### src/hw/rtl/assert_macros.svh
// ----------------------------------------------------------------------------
// assertion macros
// shared concurrent assertion shorthands, sampled on clk, off during reset
// ----------------------------------------------------------------------------
`ifndef ASSERT_MACROS_SVH
`define ASSERT_MACROS_SVH

// property must hold at every clock edge
`define GLZ_ASSERT(lbl, prop, msg) \
  lbl: assert property (@(posedge clk) disable iff (!rst_n) (prop)) else $error(msg);

// antecedent implies consequent in the same cycle
`define GLZ_ASSERT_IMPL(lbl, ante, cons, msg) \
  lbl: assert property (@(posedge clk) disable iff (!rst_n) (ante) |-> (cons)) else $error(msg);

`endif

### src/hw/rtl/glz_pkg.sv
// ----------------------------------------------------------------------------
// glz_pkg
// shared types, codes and constants of the gif lzw decoder
// ----------------------------------------------------------------------------
package glz_pkg;

  localparam int TABLE_SIZE_DEF = 4096;
  localparam int SYM_W          = 8;
  localparam int BUF_W          = 24;
  localparam int CNT_W          = 5;
  localparam int CW_W           = 4;
  localparam int QUEUE_DEPTH    = 2;
  localparam logic [CW_W-1:0] MCS_RESET = 4'd8;
  localparam logic [CW_W-1:0] MCS_MIN   = 4'd1;
  localparam logic [CW_W-1:0] MCS_MAX   = 4'd8;

  typedef enum logic [1:0] {
    KIND_BYTE    = 2'd0,
    KIND_PIXEL   = 2'd1,
    KIND_RESTART = 2'd2,
    KIND_UNUSED  = 2'd3
  } kind_t;

  typedef enum logic [2:0] {
    ST_PIXEL  = 3'd0,
    ST_NEED   = 3'd1,
    ST_END    = 3'd2,
    ST_ERROR  = 3'd3,
    ST_ACCEPT = 3'd4,
    ST_REJECT = 3'd5
  } status_t;

  typedef enum logic [1:0] {
    FIN_RUN = 2'd0,
    FIN_END = 2'd1,
    FIN_ERR = 2'd2
  } fin_t;

  typedef enum logic [2:0] {
    S_IDLE,
    S_DEC,
    S_ADD,
    S_WALK,
    S_POP,
    S_EMIT
  } eng_state_t;

  typedef struct packed {
    kind_t            kind;
    logic [SYM_W-1:0] data;
  } cmd_t;

  typedef struct packed {
    logic [SYM_W-1:0] pixel;
    status_t          status;
  } result_t;

  // minimum code size limited to the legal range
  function automatic logic [CW_W-1:0] clamp_mcs(input logic [CW_W-1:0] v);
    logic [CW_W-1:0] r;
    r = v;
    if (v < MCS_MIN) r = MCS_MIN;
    if (v > MCS_MAX) r = MCS_MAX;
    return r;
  endfunction

endpackage

### src/hw/rtl/glz_outq.sv
// ----------------------------------------------------------------------------
// glz_outq
// result side queue between the decode engine and the output ports
// ----------------------------------------------------------------------------
module glz_outq
  import glz_pkg::*;
(
  input  logic    clk,
  input  logic    rst_n,
  input  logic    res_push,
  input  result_t res,
  output logic    res_full,
  output logic    empty,
  input  logic    pop,
  output result_t head
);

  localparam int PW = $clog2(QUEUE_DEPTH);

  result_t       q_r [QUEUE_DEPTH];
  logic [PW-1:0] wp_r, rp_r;
  logic [PW:0]   cnt_r;
  logic          wr, rd;

  assign res_full = (cnt_r == (PW+1)'(QUEUE_DEPTH));
  assign empty    = (cnt_r == '0);
  assign head     = q_r[rp_r];
  assign wr       = res_push && !res_full;
  assign rd       = pop && !empty;

  always_ff @(posedge clk) begin
    if (wr) begin
      q_r[wp_r] <= res;
    end
  end

  always_ff @(posedge clk) begin
    if (!rst_n) begin
      wp_r  <= '0;
      rp_r  <= '0;
      cnt_r <= '0;
    end else begin
      if (wr) wp_r <= wp_r + 1'b1;
      if (rd) rp_r <= rp_r + 1'b1;
      cnt_r <= cnt_r + (PW+1)'(wr) - (PW+1)'(rd);
    end
  end

endmodule

### config.mk
export PLATFORM = sky130hd
export DESIGN_NAME = glz_outq
export DESIGN_NICKNAME = d
export VERILOG_FILES = /design/src/hw/rtl/assert_macros.svh /design/src/hw/rtl/glz_pkg.sv /design/src/hw/rtl/glz_outq.sv
export SDC_FILE = /design/constraint.sdc
export NUM_CORES = 1
export LEC_CHECK = 0
export BUFFER_PORTS_ARGS = -buffer_cell sky130_fd_sc_hd__buf_4
export CORE_MARGIN = 2
export CORE_UTILIZATION = 49
export CTS_CLUSTER_SIZE = 28
export DETAILED_ROUTE_END_ITERATION = 12
export PLACE_DENSITY = 0.75
export SKIP_LAST_GASP = 1
export SYNTH_ARGS = -nofsm -noshare
export SYNTH_HDL_FRONTEND = slang
export SYNTH_SLANG_ARGS = --single-unit
### constraint.sdc
create_clock -name clk -period 2 [get_ports clk]
set_input_delay 0.1 -clock clk [delete_from_list [all_inputs] [get_ports clk]]
set_output_delay 0.1 -clock clk [all_outputs]
set_load 0.005 [all_outputs]
After elaboration in Yosys (flattened, before gate mapping)
Memory sizes are Yosys's and may differ from the RTL's. A register that Yosys moved wholly into a read port is not among the register bits.
Index checks and enable logic that the tools add are counted.

storage, ports and cells
  bits in registers = 4
  bits of input ports = 15
  memory bits (writable) = 22
  memories = 1

cells by class
  reductions and logical operators = 5
  $add $sub $neg = 4
  muxes and demuxes = 4
  eq/ne operators = 1

memories
  name  words  bits a word  read ports  clocked after Yosys merged registers in  write ports  line            source
  q_r   2      11           1           1                                        1            glz_outq.sv:20  result_t q_r [QUEUE_DEPTH];

operator list
  kind                 count
  $mux 1               4
  $add 1x1->1 const B  2
  $add 2x1->2          1
  $eq 2x2->1 const B   1
  $logic_and 1x1->1    2
  $logic_not 1->1      2
  $logic_not 2->1      1
  $sub 2x1->2          1

Logic depth before layout (Yosys ltp)
  word-level depth = 5
  depth in mapped cells = 8
  mapped depth without buffers = 8

Worst setup path before layout
OpenSTA, ideal clock, no wires.

  path type = flip-flop to flip-flop
  from = register cnt_r[0]
  to = register cnt_r[1]
  stages on the path, launching flop included = 9
  required time = 1.922 ns
  arrival time = 1.467 ns
  setup time = 0.078 ns
  slack = 0.455 ns
  cells stage by stage = dfxtp_1 -> nand2b_1 -> nand2_1 -> ha_1 -> inv_1 -> ha_1 -> xor2_1 -> and2_2 -> nor3_1

on the way
  cells in the longest elaborated chain, start to end = 5
  elaborated cells between the ends (all ways) = 8
  those cells by class = add/sub: 2; eq/ne: 1; reduce/logical: 5

ends and longest elaborated chain
  item                    line            source
  from (decl)             glz_outq.sv:22  logic [PW:0] cnt_r;
  from (signal assigned)  glz_outq.sv:45  cnt_r <= cnt_r + (PW+1)'(wr) - (PW+1)'(rd);
  $eq 2x2->1              glz_outq.sv:25  assign res_full = (cnt_r == (PW+1)'(QUEUE_DEPTH));
  $logic_not 1->1         glz_outq.sv:28  assign wr = res_push && !res_full;
  $logic_and 1x1->1       glz_outq.sv:28
  $add 2x1->2             glz_outq.sv:45
  $sub 2x1->2 (*)         glz_outq.sv:45

Mark *: on every way between the ends. The rest lies on a longest branch, timed or not.
A chain may end at the register's enable or synchronous reset.

Worst setup path in the final report
Ends and elaborated chain as after synthesis.

==> results.md <==
* Top achievable clock speed at 0.6001 GHz
* Clock Path Buffers at 2
* Pre-antenna DRT Iters at 4
* Max-Cap Viols at 0
* Initial antenna violation count at 0
* Max FO, Critical Path at 4
* Warning count from the yosys run at 0
* GRT Util Overall at 13.62%
* Final non-filler cell total at 131
* Routability cong. at 0.6445
* I/O Buffers at 27
* Internal power at 1.117 mW
* Clock power share at 14.9%
* Setup Skew at 0.002426 ns
* Pre-CTS WS at 0.3347 ns
* CTS tree: done
* Global Route met2 Usage at 22.00%
* Synthesis-stage register bit count at 27
* RSZ-0062 raised after global routing: no
* Most common cell after layout, fill and taps aside: buf_4
* TritonCTS Buffers at 3
* Placed Instance Area at 1272 um^2
* GR Util met3 at 3.030%
* CTS root buffer: clkbuf_4
* CP Capture Type: flop
* Total power at 1.518 mW
* Avg Synthesized Cell Area at 16.92 um^2
* First-pass GRT wire length at 2.504 mm
* DP HPWL at 1.004 mm
* Minimum clock period at 1.666 ns
* CP max stage cell: dfxtp_1
* Flop pwr share at 52.8%
* Worst path cell trace: nand2b_1 -> nand2_1 -> ha_1 -> inv_1 -> ha_1 -> xor2_1 -> and2_2 -> nor3_1
* Total gr overflow at 0
* Hold WS at 0.004543 ns
* Starting density of the core at 52.08%
* Worst-path clk slew at 0.13 ns
* DR vias at 603
* 1st-iter DRT viols at 10
* Highest-count cells in the layout ignoring fill and taps: buf_4 (29), edfxtp_1 (22), mux2_2 (11), dlygate4sd3_1 (11)
* Post-layout util at 71.09%
* Hold buffers post-CTS at 11
* Slew HR at 62.93%
* Gate Count Post-Synth at 61
* Detail Route Antenna Nets at 0
* Total negative slack at 0 ns
* Proportion of layout cells with a drive suffix above 1 at 43.27%
* Pwr dens at 1078 nW/um^2
* Cell row count at 16
* # DRC at 0
* GR peak layer: met2
* Syn_nets at 78
* H-tree depth at 1
* Req. time, crit path at 2.25 ns
* CP dominant cell by count: ha_1
* Finish-stage setup viols at 0
* Comb power frac at 32.3%
* I/O pin count at 28
* Sw Share at 26.45%
* Max Slew Vio Count at 0
* Post-CTS setup buffers at 0
* Setup ws final at 0.3336 ns
* Crit path largest cell delay at 0.38 ns
* Final hold vios at 0
* GRT met1 Usage at 17.74%
* Worst path top cell family by delay: simple AND/OR/NAND/NOR gates
* Area grow syn2layout at 36.48%
* Cell area after synthesis at 1032 um^2
* Worst-skew pair later-pin latency at 0.31 ns
* Synth cell types at 17
* Vias in the first global route at 567
* Via density at 4.603
* Nets at 122
* Placed cells at 116
* Critical path class: reg2reg
* Psw at 0.4016 mW
* Die height at 49.90 um
* Largest net degree at the start of global routing at 15
* Avg WL per Cell at 11.77 um
* Diode count at 0
* Final worst path period share at 83.32%
* Register area share after synthesis at 73.70%
* Chip width at 49.90 um
* HP Class: in2reg
* Critical path launch point type: flop
* Status: finished clean
* Slew @ Worst Pin at 0.5561 ns
* PostCTS Resize Cnt at 0
* Core Region at 1982 um^2
* WP buf/inv at 1
* Die ar. at 2490 um^2
* Final instance area at 1409 um^2
* Leakage at 0.5755 nW
* CTS Sinks at 27
* Total wire length at 1.542 mm
* Worst VDD drop at 0.6724 mV
* Critical path arrival at 1.92 ns
-- sequential cells by signal (all words and copies together), names as in the netlist, named ones only --
| name | flops |
|---|---|
| cnt_r | 2 |
| wp_r | 1 |
| q_r | 22 |
| rp_r | 1 |
-- metal layers --
layer	wire length (um)	vias up
met5	0	-
met4	23	0
met3	68	3
met2	723	16
met1	728	277
li1	-	307
-- power by group through the flow --
stage / clock (mW) / sequential, mW / combinational, mW
detailed placement: 0 / 0.816 / 0.479
finish: 0.226 / 0.801 / 0.491
floorplan: 0 / 0.778 / 0.293
global route: 0.245 / 0.816 / 0.551
CTS: 0.229 / 0.803 / 0.498
global placement: 0 / 0.812 / 0.476
-- worst paths after layout --
check | from | end | slack [ns] | depth (start not counted)
min reg2reg | wp_r | wp_r | 0.50 | 2
max | cnt_r[0] | cnt_r[1] | 0.33 | 8
min | rst_n | cnt_r[0] | 0.005 | 2
max reg2reg | cnt_r[0] | cnt_r[1] | 0.33 | 8
-- logic make-up after synthesis --
family	Yosys count	synth area share [%]
multiplexers	12	12.97
adder cells (fa/ha/maj)	2	2.424
AND/OR/NAND/NOR	13	6.183
AO/OA/AOI/OAI	1	0.8486
XOR/XNOR	2	1.697
flip-flops	27	73.70
buffers and inverters	4	2.182
-- synth_stat cells --
master / count / area, um^2
and2_1: 1 / 6.260
and2_2: 1 / 7.510
and3_1: 1 / 6.260
buf_6: 1 / 11.26
dfxtp_1: 5 / 100.1
edfxtp_1: 22 / 660.6
ha_1: 2 / 25.02
inv_1: 3 / 11.26
mux2_2: 11 / 123.9
mux2i_1: 1 / 10.01
nand2_1: 2 / 7.510
nand2b_1: 2 / 12.51
nor2_1: 5 / 18.77
nor3_1: 1 / 5.000
o21a_2: 1 / 8.760
xnor2_1: 1 / 8.760
xor2_1: 1 / 8.760
-- cell type report --
class,instances,area [um^2]
Sequential cell,27,760.7
Inverter,3,11.26
Tap cell,27,33.78
Clock buffer,4,26.28
Multi-Input combinational cell,30,249.0
Timing Repair Buffer,40,327.8
Fill cell,143,573.1
No activity file was read; power rests on OpenSTA's default activity.
