==> config.mk <==
export PLATFORM = sky130hd
export DESIGN_NAME = glz_front
export DESIGN_NICKNAME = d
export VERILOG_FILES = /design/src/hw/rtl/assert_macros.svh /design/src/hw/rtl/glz_pkg.sv /design/src/hw/rtl/glz_front.sv
export SDC_FILE = /design/constraint.sdc
export NUM_CORES = 1
export LEC_CHECK = 0
export BUFFER_PORTS_ARGS = -buffer_cell sky130_fd_sc_hd__buf_2
export CAP_MARGIN = 10
export CORE_ASPECT_RATIO = 1.1
export CORE_UTILIZATION = 53
export CTS_BUF_LIST = sky130_fd_sc_hd__clkbuf_2 sky130_fd_sc_hd__clkbuf_4 sky130_fd_sc_hd__clkbuf_8
export CTS_CLUSTER_DIAMETER = 50
export CTS_CLUSTER_SIZE = 28
export DETAILED_ROUTE_END_ITERATION = 8
export PLACE_DENSITY = 0.8
export REMOVE_ABC_BUFFERS = 1
export SKIP_LAST_GASP = 1
export SYNTH_ARGS = -nofsm -noshare
export SYNTH_HDL_FRONTEND = slang
export SYNTH_SLANG_ARGS = --single-unit
==> constraint.sdc <==
create_clock -name clk -period 2.2 [get_ports clk]
set_input_delay 0.11 -clock clk [delete_from_list [all_inputs] [get_ports clk]]
set_output_delay 0.11 -clock clk [all_outputs]
set_load 0.02 [all_outputs]
==> src/hw/rtl/assert_macros.svh <==
// ----------------------------------------------------------------------------
// assertion macros
// shared concurrent assertion shorthands, sampled on clk, off during reset
// ----------------------------------------------------------------------------
`ifndef ASSERT_MACROS_SVH
`define ASSERT_MACROS_SVH

// property must hold at every clock edge
`define GLZ_ASSERT(lbl, prop, msg) \
  lbl: assert property (@(posedge clk) disable iff (!rst_n) (prop)) else $error(msg);

// antecedent implies consequent in the same cycle
`define GLZ_ASSERT_IMPL(lbl, ante, cons, msg) \
  lbl: assert property (@(posedge clk) disable iff (!rst_n) (ante) |-> (cons)) else $error(msg);

`endif

==> src/hw/rtl/glz_pkg.sv <==
// ----------------------------------------------------------------------------
// glz_pkg
// shared types, codes and constants of the gif lzw decoder
// ----------------------------------------------------------------------------
package glz_pkg;

  localparam int TABLE_SIZE_DEF = 4096;
  localparam int SYM_W          = 8;
  localparam int BUF_W          = 24;
  localparam int CNT_W          = 5;
  localparam int CW_W           = 4;
  localparam int QUEUE_DEPTH    = 2;
  localparam logic [CW_W-1:0] MCS_RESET = 4'd8;
  localparam logic [CW_W-1:0] MCS_MIN   = 4'd1;
  localparam logic [CW_W-1:0] MCS_MAX   = 4'd8;

  typedef enum logic [1:0] {
    KIND_BYTE    = 2'd0,
    KIND_PIXEL   = 2'd1,
    KIND_RESTART = 2'd2,
    KIND_UNUSED  = 2'd3
  } kind_t;

  typedef enum logic [2:0] {
    ST_PIXEL  = 3'd0,
    ST_NEED   = 3'd1,
    ST_END    = 3'd2,
    ST_ERROR  = 3'd3,
    ST_ACCEPT = 3'd4,
    ST_REJECT = 3'd5
  } status_t;

  typedef enum logic [1:0] {
    FIN_RUN = 2'd0,
    FIN_END = 2'd1,
    FIN_ERR = 2'd2
  } fin_t;

  typedef enum logic [2:0] {
    S_IDLE,
    S_DEC,
    S_ADD,
    S_WALK,
    S_POP,
    S_EMIT
  } eng_state_t;

  typedef struct packed {
    kind_t            kind;
    logic [SYM_W-1:0] data;
  } cmd_t;

  typedef struct packed {
    logic [SYM_W-1:0] pixel;
    status_t          status;
  } result_t;

  // minimum code size limited to the legal range
  function automatic logic [CW_W-1:0] clamp_mcs(input logic [CW_W-1:0] v);
    logic [CW_W-1:0] r;
    r = v;
    if (v < MCS_MIN) r = MCS_MIN;
    if (v > MCS_MAX) r = MCS_MAX;
    return r;
  endfunction

endpackage

==> src/hw/rtl/glz_front.sv <==
// ----------------------------------------------------------------------------
// glz_front
// input side: classifies incoming words and holds them in a short queue
// ----------------------------------------------------------------------------
module glz_front
  import glz_pkg::*;
(
  input  logic             clk,
  input  logic             rst_n,
  input  logic             push,
  output logic             full,
  input  logic [1:0]       in_kind,
  input  logic [SYM_W-1:0] in_data_byte,
  output logic             cmd_valid,
  output cmd_t             cmd,
  input  logic             cmd_take
);

  localparam int PW = $clog2(QUEUE_DEPTH);

  cmd_t          q_r [QUEUE_DEPTH];
  logic [PW-1:0] wp_r, rp_r;
  logic [PW:0]   cnt_r;
  logic          wr, rd;
  cmd_t          cls;

  // decode the raw kind field into a command class
  always_comb begin
    case (in_kind)
      KIND_BYTE:    cls.kind = KIND_BYTE;
      KIND_PIXEL:   cls.kind = KIND_PIXEL;
      KIND_RESTART: cls.kind = KIND_RESTART;
      default:      cls.kind = KIND_UNUSED;
    endcase
    cls.data = in_data_byte;
  end

  assign full      = (cnt_r == (PW+1)'(QUEUE_DEPTH));
  assign cmd_valid = (cnt_r != '0);
  assign cmd       = q_r[rp_r];
  assign wr        = push && !full;
  assign rd        = cmd_take && cmd_valid;

  always_ff @(posedge clk) begin
    if (wr) begin
      q_r[wp_r] <= cls;
    end
  end

  always_ff @(posedge clk) begin
    if (!rst_n) begin
      wp_r  <= '0;
      rp_r  <= '0;
      cnt_r <= '0;
    end else begin
      if (wr) wp_r <= wp_r + 1'b1;
      if (rd) rp_r <= rp_r + 1'b1;
      cnt_r <= cnt_r + (PW+1)'(wr) - (PW+1)'(rd);
    end
  end

endmodule

# Word level (Yosys, flattened, before mapping)
# Memory sizes are Yosys's and may differ from the RTL's. A register that Yosys moved wholly into a read port is not among the register bits.
# Index checks and enable logic that the tools add are counted.
[classes]
n_addsub = 4
n_eq_ne = 3
n_mux = 5
reduce_logical = 5
[ops]
columns = ["cell", "count"]
rows = [
  ["one-hot mux 2 bit (3 select lines)", 1],
  ["== test 2 bit (second input constant)", 2],
  ["2-to-1 mux 1 bit", 4],
  ["adder 1 bit (second input constant)", 2],
  ["adder 2 x 1 -> 2 bit", 1],
  ["== test 2 x 1 -> 1 bit (second input constant)", 1],
  ["logical AND 1 bit", 2],
  ["zero test 2 bit", 1],
  ["nonzero test 2 bit", 1],
  ["subtractor 2 x 1 -> 2 bit", 1],
  ["zero test 1 bit", 1],
]
[word_totals]
regBits = 4
mem_bits_rw = 20
out_inout_bits = 12
mem_count = 1
[memory_table]
columns = ["memory", "depth", "word_bits", "rd", "rd_clocked_by_memory_dff", "write_ports", "line_no", "text"]
rows = [
  ["q_r", 2, 10, 1, 1, 1, "glz_front.sv:21", "cmd_t q_r [QUEUE_DEPTH];"],
]

# Logic depth before layout (Yosys ltp)
[depth]
depth_word = 5
mapped_depth = 8

# Worst setup path before layout
# No wires, ideal clock.
[synth_timing]
kind = "register to register"
start = "register cnt_r[0]"
end = "register cnt_r[1]"
setup_time_ps = 78
t_arrival_ps = 1424
path_slack_ps = 698
path_stages_with_launch = 9
period_less_slack_ps = 1502
path_cell_list = "dfxtp_1 -> nand2b_1 -> nand2_1 -> ha_1 -> inv_1 -> ha_1 -> xor2_1 -> and2_1 -> nor3_1"
[synth_between]
elab_chain_len = 5
elab_cells_between_ends = 7
cone_classes = "2 x add/sub; 1 x eq/ne; 4 x reduce/logical"
[synth_lines]
columns = ["item", "line_no", "text"]
rows = [
  ["start, declared", "glz_front.sv:23", "logic [PW:0] cnt_r;"],
  ["start signal, assigned", "glz_front.sv:58", "cnt_r <= cnt_r + (PW+1)'(wr) - (PW+1)'(rd);"],
  ["== test 2 bit", "glz_front.sv:38", "assign full = (cnt_r == (PW+1)'(QUEUE_DEPTH));"],
  ["zero test 1 bit", "glz_front.sv:41", "assign wr = push && !full;"],
  ["logical AND 1 bit", "glz_front.sv:41", ""],
  ["adder 2 x 1 -> 2 bit", "glz_front.sv:58", ""],
  ["subtractor 2 x 1 -> 2 bit *", "glz_front.sv:58", ""],
]
# Every way passes the cells marked *; elsewhere a longest branch is shown, timed or not.
# A chain may end at the register's enable or synchronous reset.

# Worst setup path after layout
# Ends and elaborated chain as after synthesis.

==> results by group <==
Hold path
  – Min-delay worst type: in2reg
  – WHS Endpoint: cnt_r[0]
  – Worst min-delay path startpoint: rst_n
  – Hold depth: 2

Global route
  – Vias in the first global route: roughly 530
  – Initial antenna violation count: 0
  – First-pass GRT wire length: 2.145 mm
  – Largest net degree at the start of global routing: 15
  – Tot GR Track Use: ~16%
  – Remaining global-route overflow: 0

Synthesis
  – Syn Area/Cell: 16.10 sq um
  – Syn. warnings: 0
  – Combinational family with the most area after synthesis: multiplexers
  – Seq/Total Area, Yosys: just over 70%
  – Mapped Cells: 60
  – Synth top area cells: edfxtp_1, mux2_2, dfxtp_1, ha_1, nor2_1
  – Synth Area in Compound Gates: 0.9067%
  – Mapped Area: 965.9 sq um
  – Register bit total from synthesis: 25
  – Post-Synth Adder-Cell Area: 2.591%
  – Post-synthesis mux area share: between 10% and 20%
  – Library cells used by synthesis: 18
  – Simple-Gate Fraction of Synth Area: under 10%
  – Synth top area share: between 60% and 70%
  – XOR/XNOR Fraction of Synth Area: ~1.8%
  – Cell taking the most area after synthesis: edfxtp_1

STA
  – Rel. slew slack: between 60% and 70%
  – FMAX: between 600 and 700 MHz
  – Tmin final: 1.651 ns
  – Unrepaired setup endpoints after global routing: false
  – Setup TNS: 0 ns
  – Hold_ws: 0.04398 ns
  – Clock skew: about 0.0087 ns
  – Final Hold Vio Count: 0
  – Slew at the pin with the worst max-slew slack: between 0.4 and 0.5 ns
  – Final setup fails: 0
  – Final critical-path share of the clock period: between 70% and 80%
  – Final Max Slew Viols: 0

Critical path
  – FF-to-FF End: cnt_r[1]
  – Worst R2R Path Depth: 8
  – RR Startpoint: cnt_r[0]
  – Worst path most repeated cell: ha_1
  – Critical path peak fanout: 4
  – Reg-to-reg slack, setup: 0.55 ns
  – CP Launch Type: flop
  – Worst path slowest cell: dfxtp_1
  – Crit path DAT: approximately 1.9 ns
  – CP Cell Sequence: nand2b_1 > nand2_1 > ha_1 > inv_1 > ha_1 > xor2_1 > and2_1 > nor3_1
  – Worst path required time: between 2 and 2.5 ns
  – Crit Path Class: reg2reg
  – Crit path largest cell delay: around 0.38 ns
  – Crit. End Element: flop

Run
  – Max-Cap Viols: 0

Die
  – Full die area: about 2000 sq um
  – Die H: ~47 um
  – Row Count: 15
  – Initial core utilization: 59.16%
  – Io pins: 26
  – Core area: between 1500 and 2000 sq um
  – Die Wd: approximately 43 um

Pwr
  – Net Switching: 0.4397 mW
  – Switching Fraction: about a third
  – PwrDens: around 1100 nW/um^2
  – Leak pwr: between 0.5 and 0.6 nW
  – Comb power frac: 35.2%
  – Worst VDD drop: 755.9 uV
  – Sequential Power Share: 50.5%
  – Int Power: about 0.90 mW
  – Clock network power share: between 10% and 20%

Clocking
  – Worst-Skew Late Latency: about 0.30 ns
  – Clock buffer depth: 2
  – Setup bufs post-CTS: 0
  – Clock-pin slew of the registers on the worst-case setup and hold paths: between 0.1 and 0.15 ns
  – H-Tree Level Count: 1
  – Clk Tree Root Cell: clkbuf_4
  – CTS Buf Count: 3
  – CTS tree: done
  – # clock sinks: 25

Placement
  – Final RePlAce weighted congestion: between 0.6 and 0.7
  – # port buffers: 25
  – Cell Area, Placed: about 1100 sq um
  – HPWL after detailed placement: around 1.0 mm

Final layout
  – Seq. cell area: approximately 700 sq um
  – Antenna diode count: 0
  – Core Util, Final: roughly three quarters
  – P&R area growth vs syn: 27.59%
  – Layout cell share with drive strength beyond 1: roughly 43%
  – Area of the multi-input gates: roughly 240 sq um
  – Most frequent cells in the layout: buf_2, edfxtp_1, mux2_2, dlygate4sd3_1, dfxtp_1
  – Commonest non-fill, non-tap cell in the layout: buf_2
  – Final Instance Area: around 1200 sq um
  – Fillers: 109
  – Nets: 114

Route
  – 1st-pass router iterations: 3
  – Final WL: ~1.5 mm
  – Post-route ant nets: 0
  – WL/cell: roughly 13 um
  – Vias: about 560
  – Initial DRC Count: 8
  – Remaining DRCs: 0
  – Via-per-instance ratio: approximately 5

Outcome
  – Status: completed
==> power by group through the flow <==
stage | logic [mW] | clock network, mW | registers [mW]
6_report | 0.471 | 0.191 | 0.677
5_1_grt | 0.512 | 0.218 | 0.687
4_1_cts | 0.477 | 0.198 | 0.679
3_5_place_dp | 0.463 | 0 | 0.689
3_3_place_gp | 0.447 | 0 | 0.682
2_1_floorplan | 0.331 | 0 | 0.670
==> logic make-up after synthesis <==
group	Yosys count
simple gates	13
buf+inv	6
compound gates	1
fa+ha+maj	2
mux	11
xor+xnor	2
flops	25
==> final cells by class <==
| class | count | share of cell area [%] |
|---|---|---|
| Sequential cell | 25 | 56.85 |
| Multi-Input combinational cell | 29 | 19.39 |
| Timing Repair Buffer | 36 | 18.88 |
| Clock buffer | 3 | 1.827 |
| Tap cell | 17 | 1.726 |
| Inverter | 3 | 0.9137 |
| Clock inverter | 1 | 0.4061 |
==> worst max-delay path: cells and delay by family (launching register included) <==
family | cells | cell delay [ns]
DFF | 1 | 0.38
and+or+nand+nor | 4 | 0.53
adders and majority gates | 2 | 0.49
xor gates and xnor gates | 1 | 0.15
buffers and inverters | 1 | 0.04
==> routing by layer <==
metal | GRT usage, % | wire length (um)
met1 | 16.84 | 575
met2 | 30.91 | 818
met3 | 3.462 | 46
met4 | 9.375 | 10
met5 | 0 | 0
==> synthesized netlist by cell type <==
library cell	count
nand2b_1	2
xor2_1	1
edfxtp_1	20
mux2_2	10
inv_1	3
o21a_2	1
and3_1	1
clkbuf_1	2
dfxtp_1	5
or2_2	1
buf_4	1
mux2i_1	1
and2_1	2
nor3_1	1
nor2_1	4
ha_1	2
nand2_1	2
xnor2_1	1
==> flip-flops by register name, indices dropped and copies added (netlist names), named ones only <==
| register | cells |
|---|---|
| wp_r | 1 |
| q_r | 20 |
| rp_r | 1 |
| cnt_r | 2 |
==> timing repair <==
| action | 4_1_cts | 5_1_grt |
|---|---|---|
| hold buffers | 10 | 0 |
| resized for setup | 0 | 0 |
| endpoints found under the hold margin | 20 | 0 |
==> worst max-delay path by stage <==
stage               endpoint     start
finish              cnt_r[1]  cnt_r[0]
global route        cnt_r[1]  cnt_r[0]
CTS                 cnt_r[1]  cnt_r[0]
detailed placement  cnt_r[1]  cnt_r[0]
global placement    cnt_r[1]  cnt_r[0]
floorplan           cnt_r[1]  cnt_r[0]
==> per-stage QoR <==
stage          power, mW  setup slack (ns)  std cells
5_1_grt            1.417            0.4432        114
3_5_place_dp       1.151            0.5584        100
2_1_floorplan      1.000            0.6978         57
6_report           1.339            0.5494        114
3_3_place_gp       1.129            0.6617        100
4_1_cts            1.354            0.5420        114
Power figures use the tool's default switching activity.
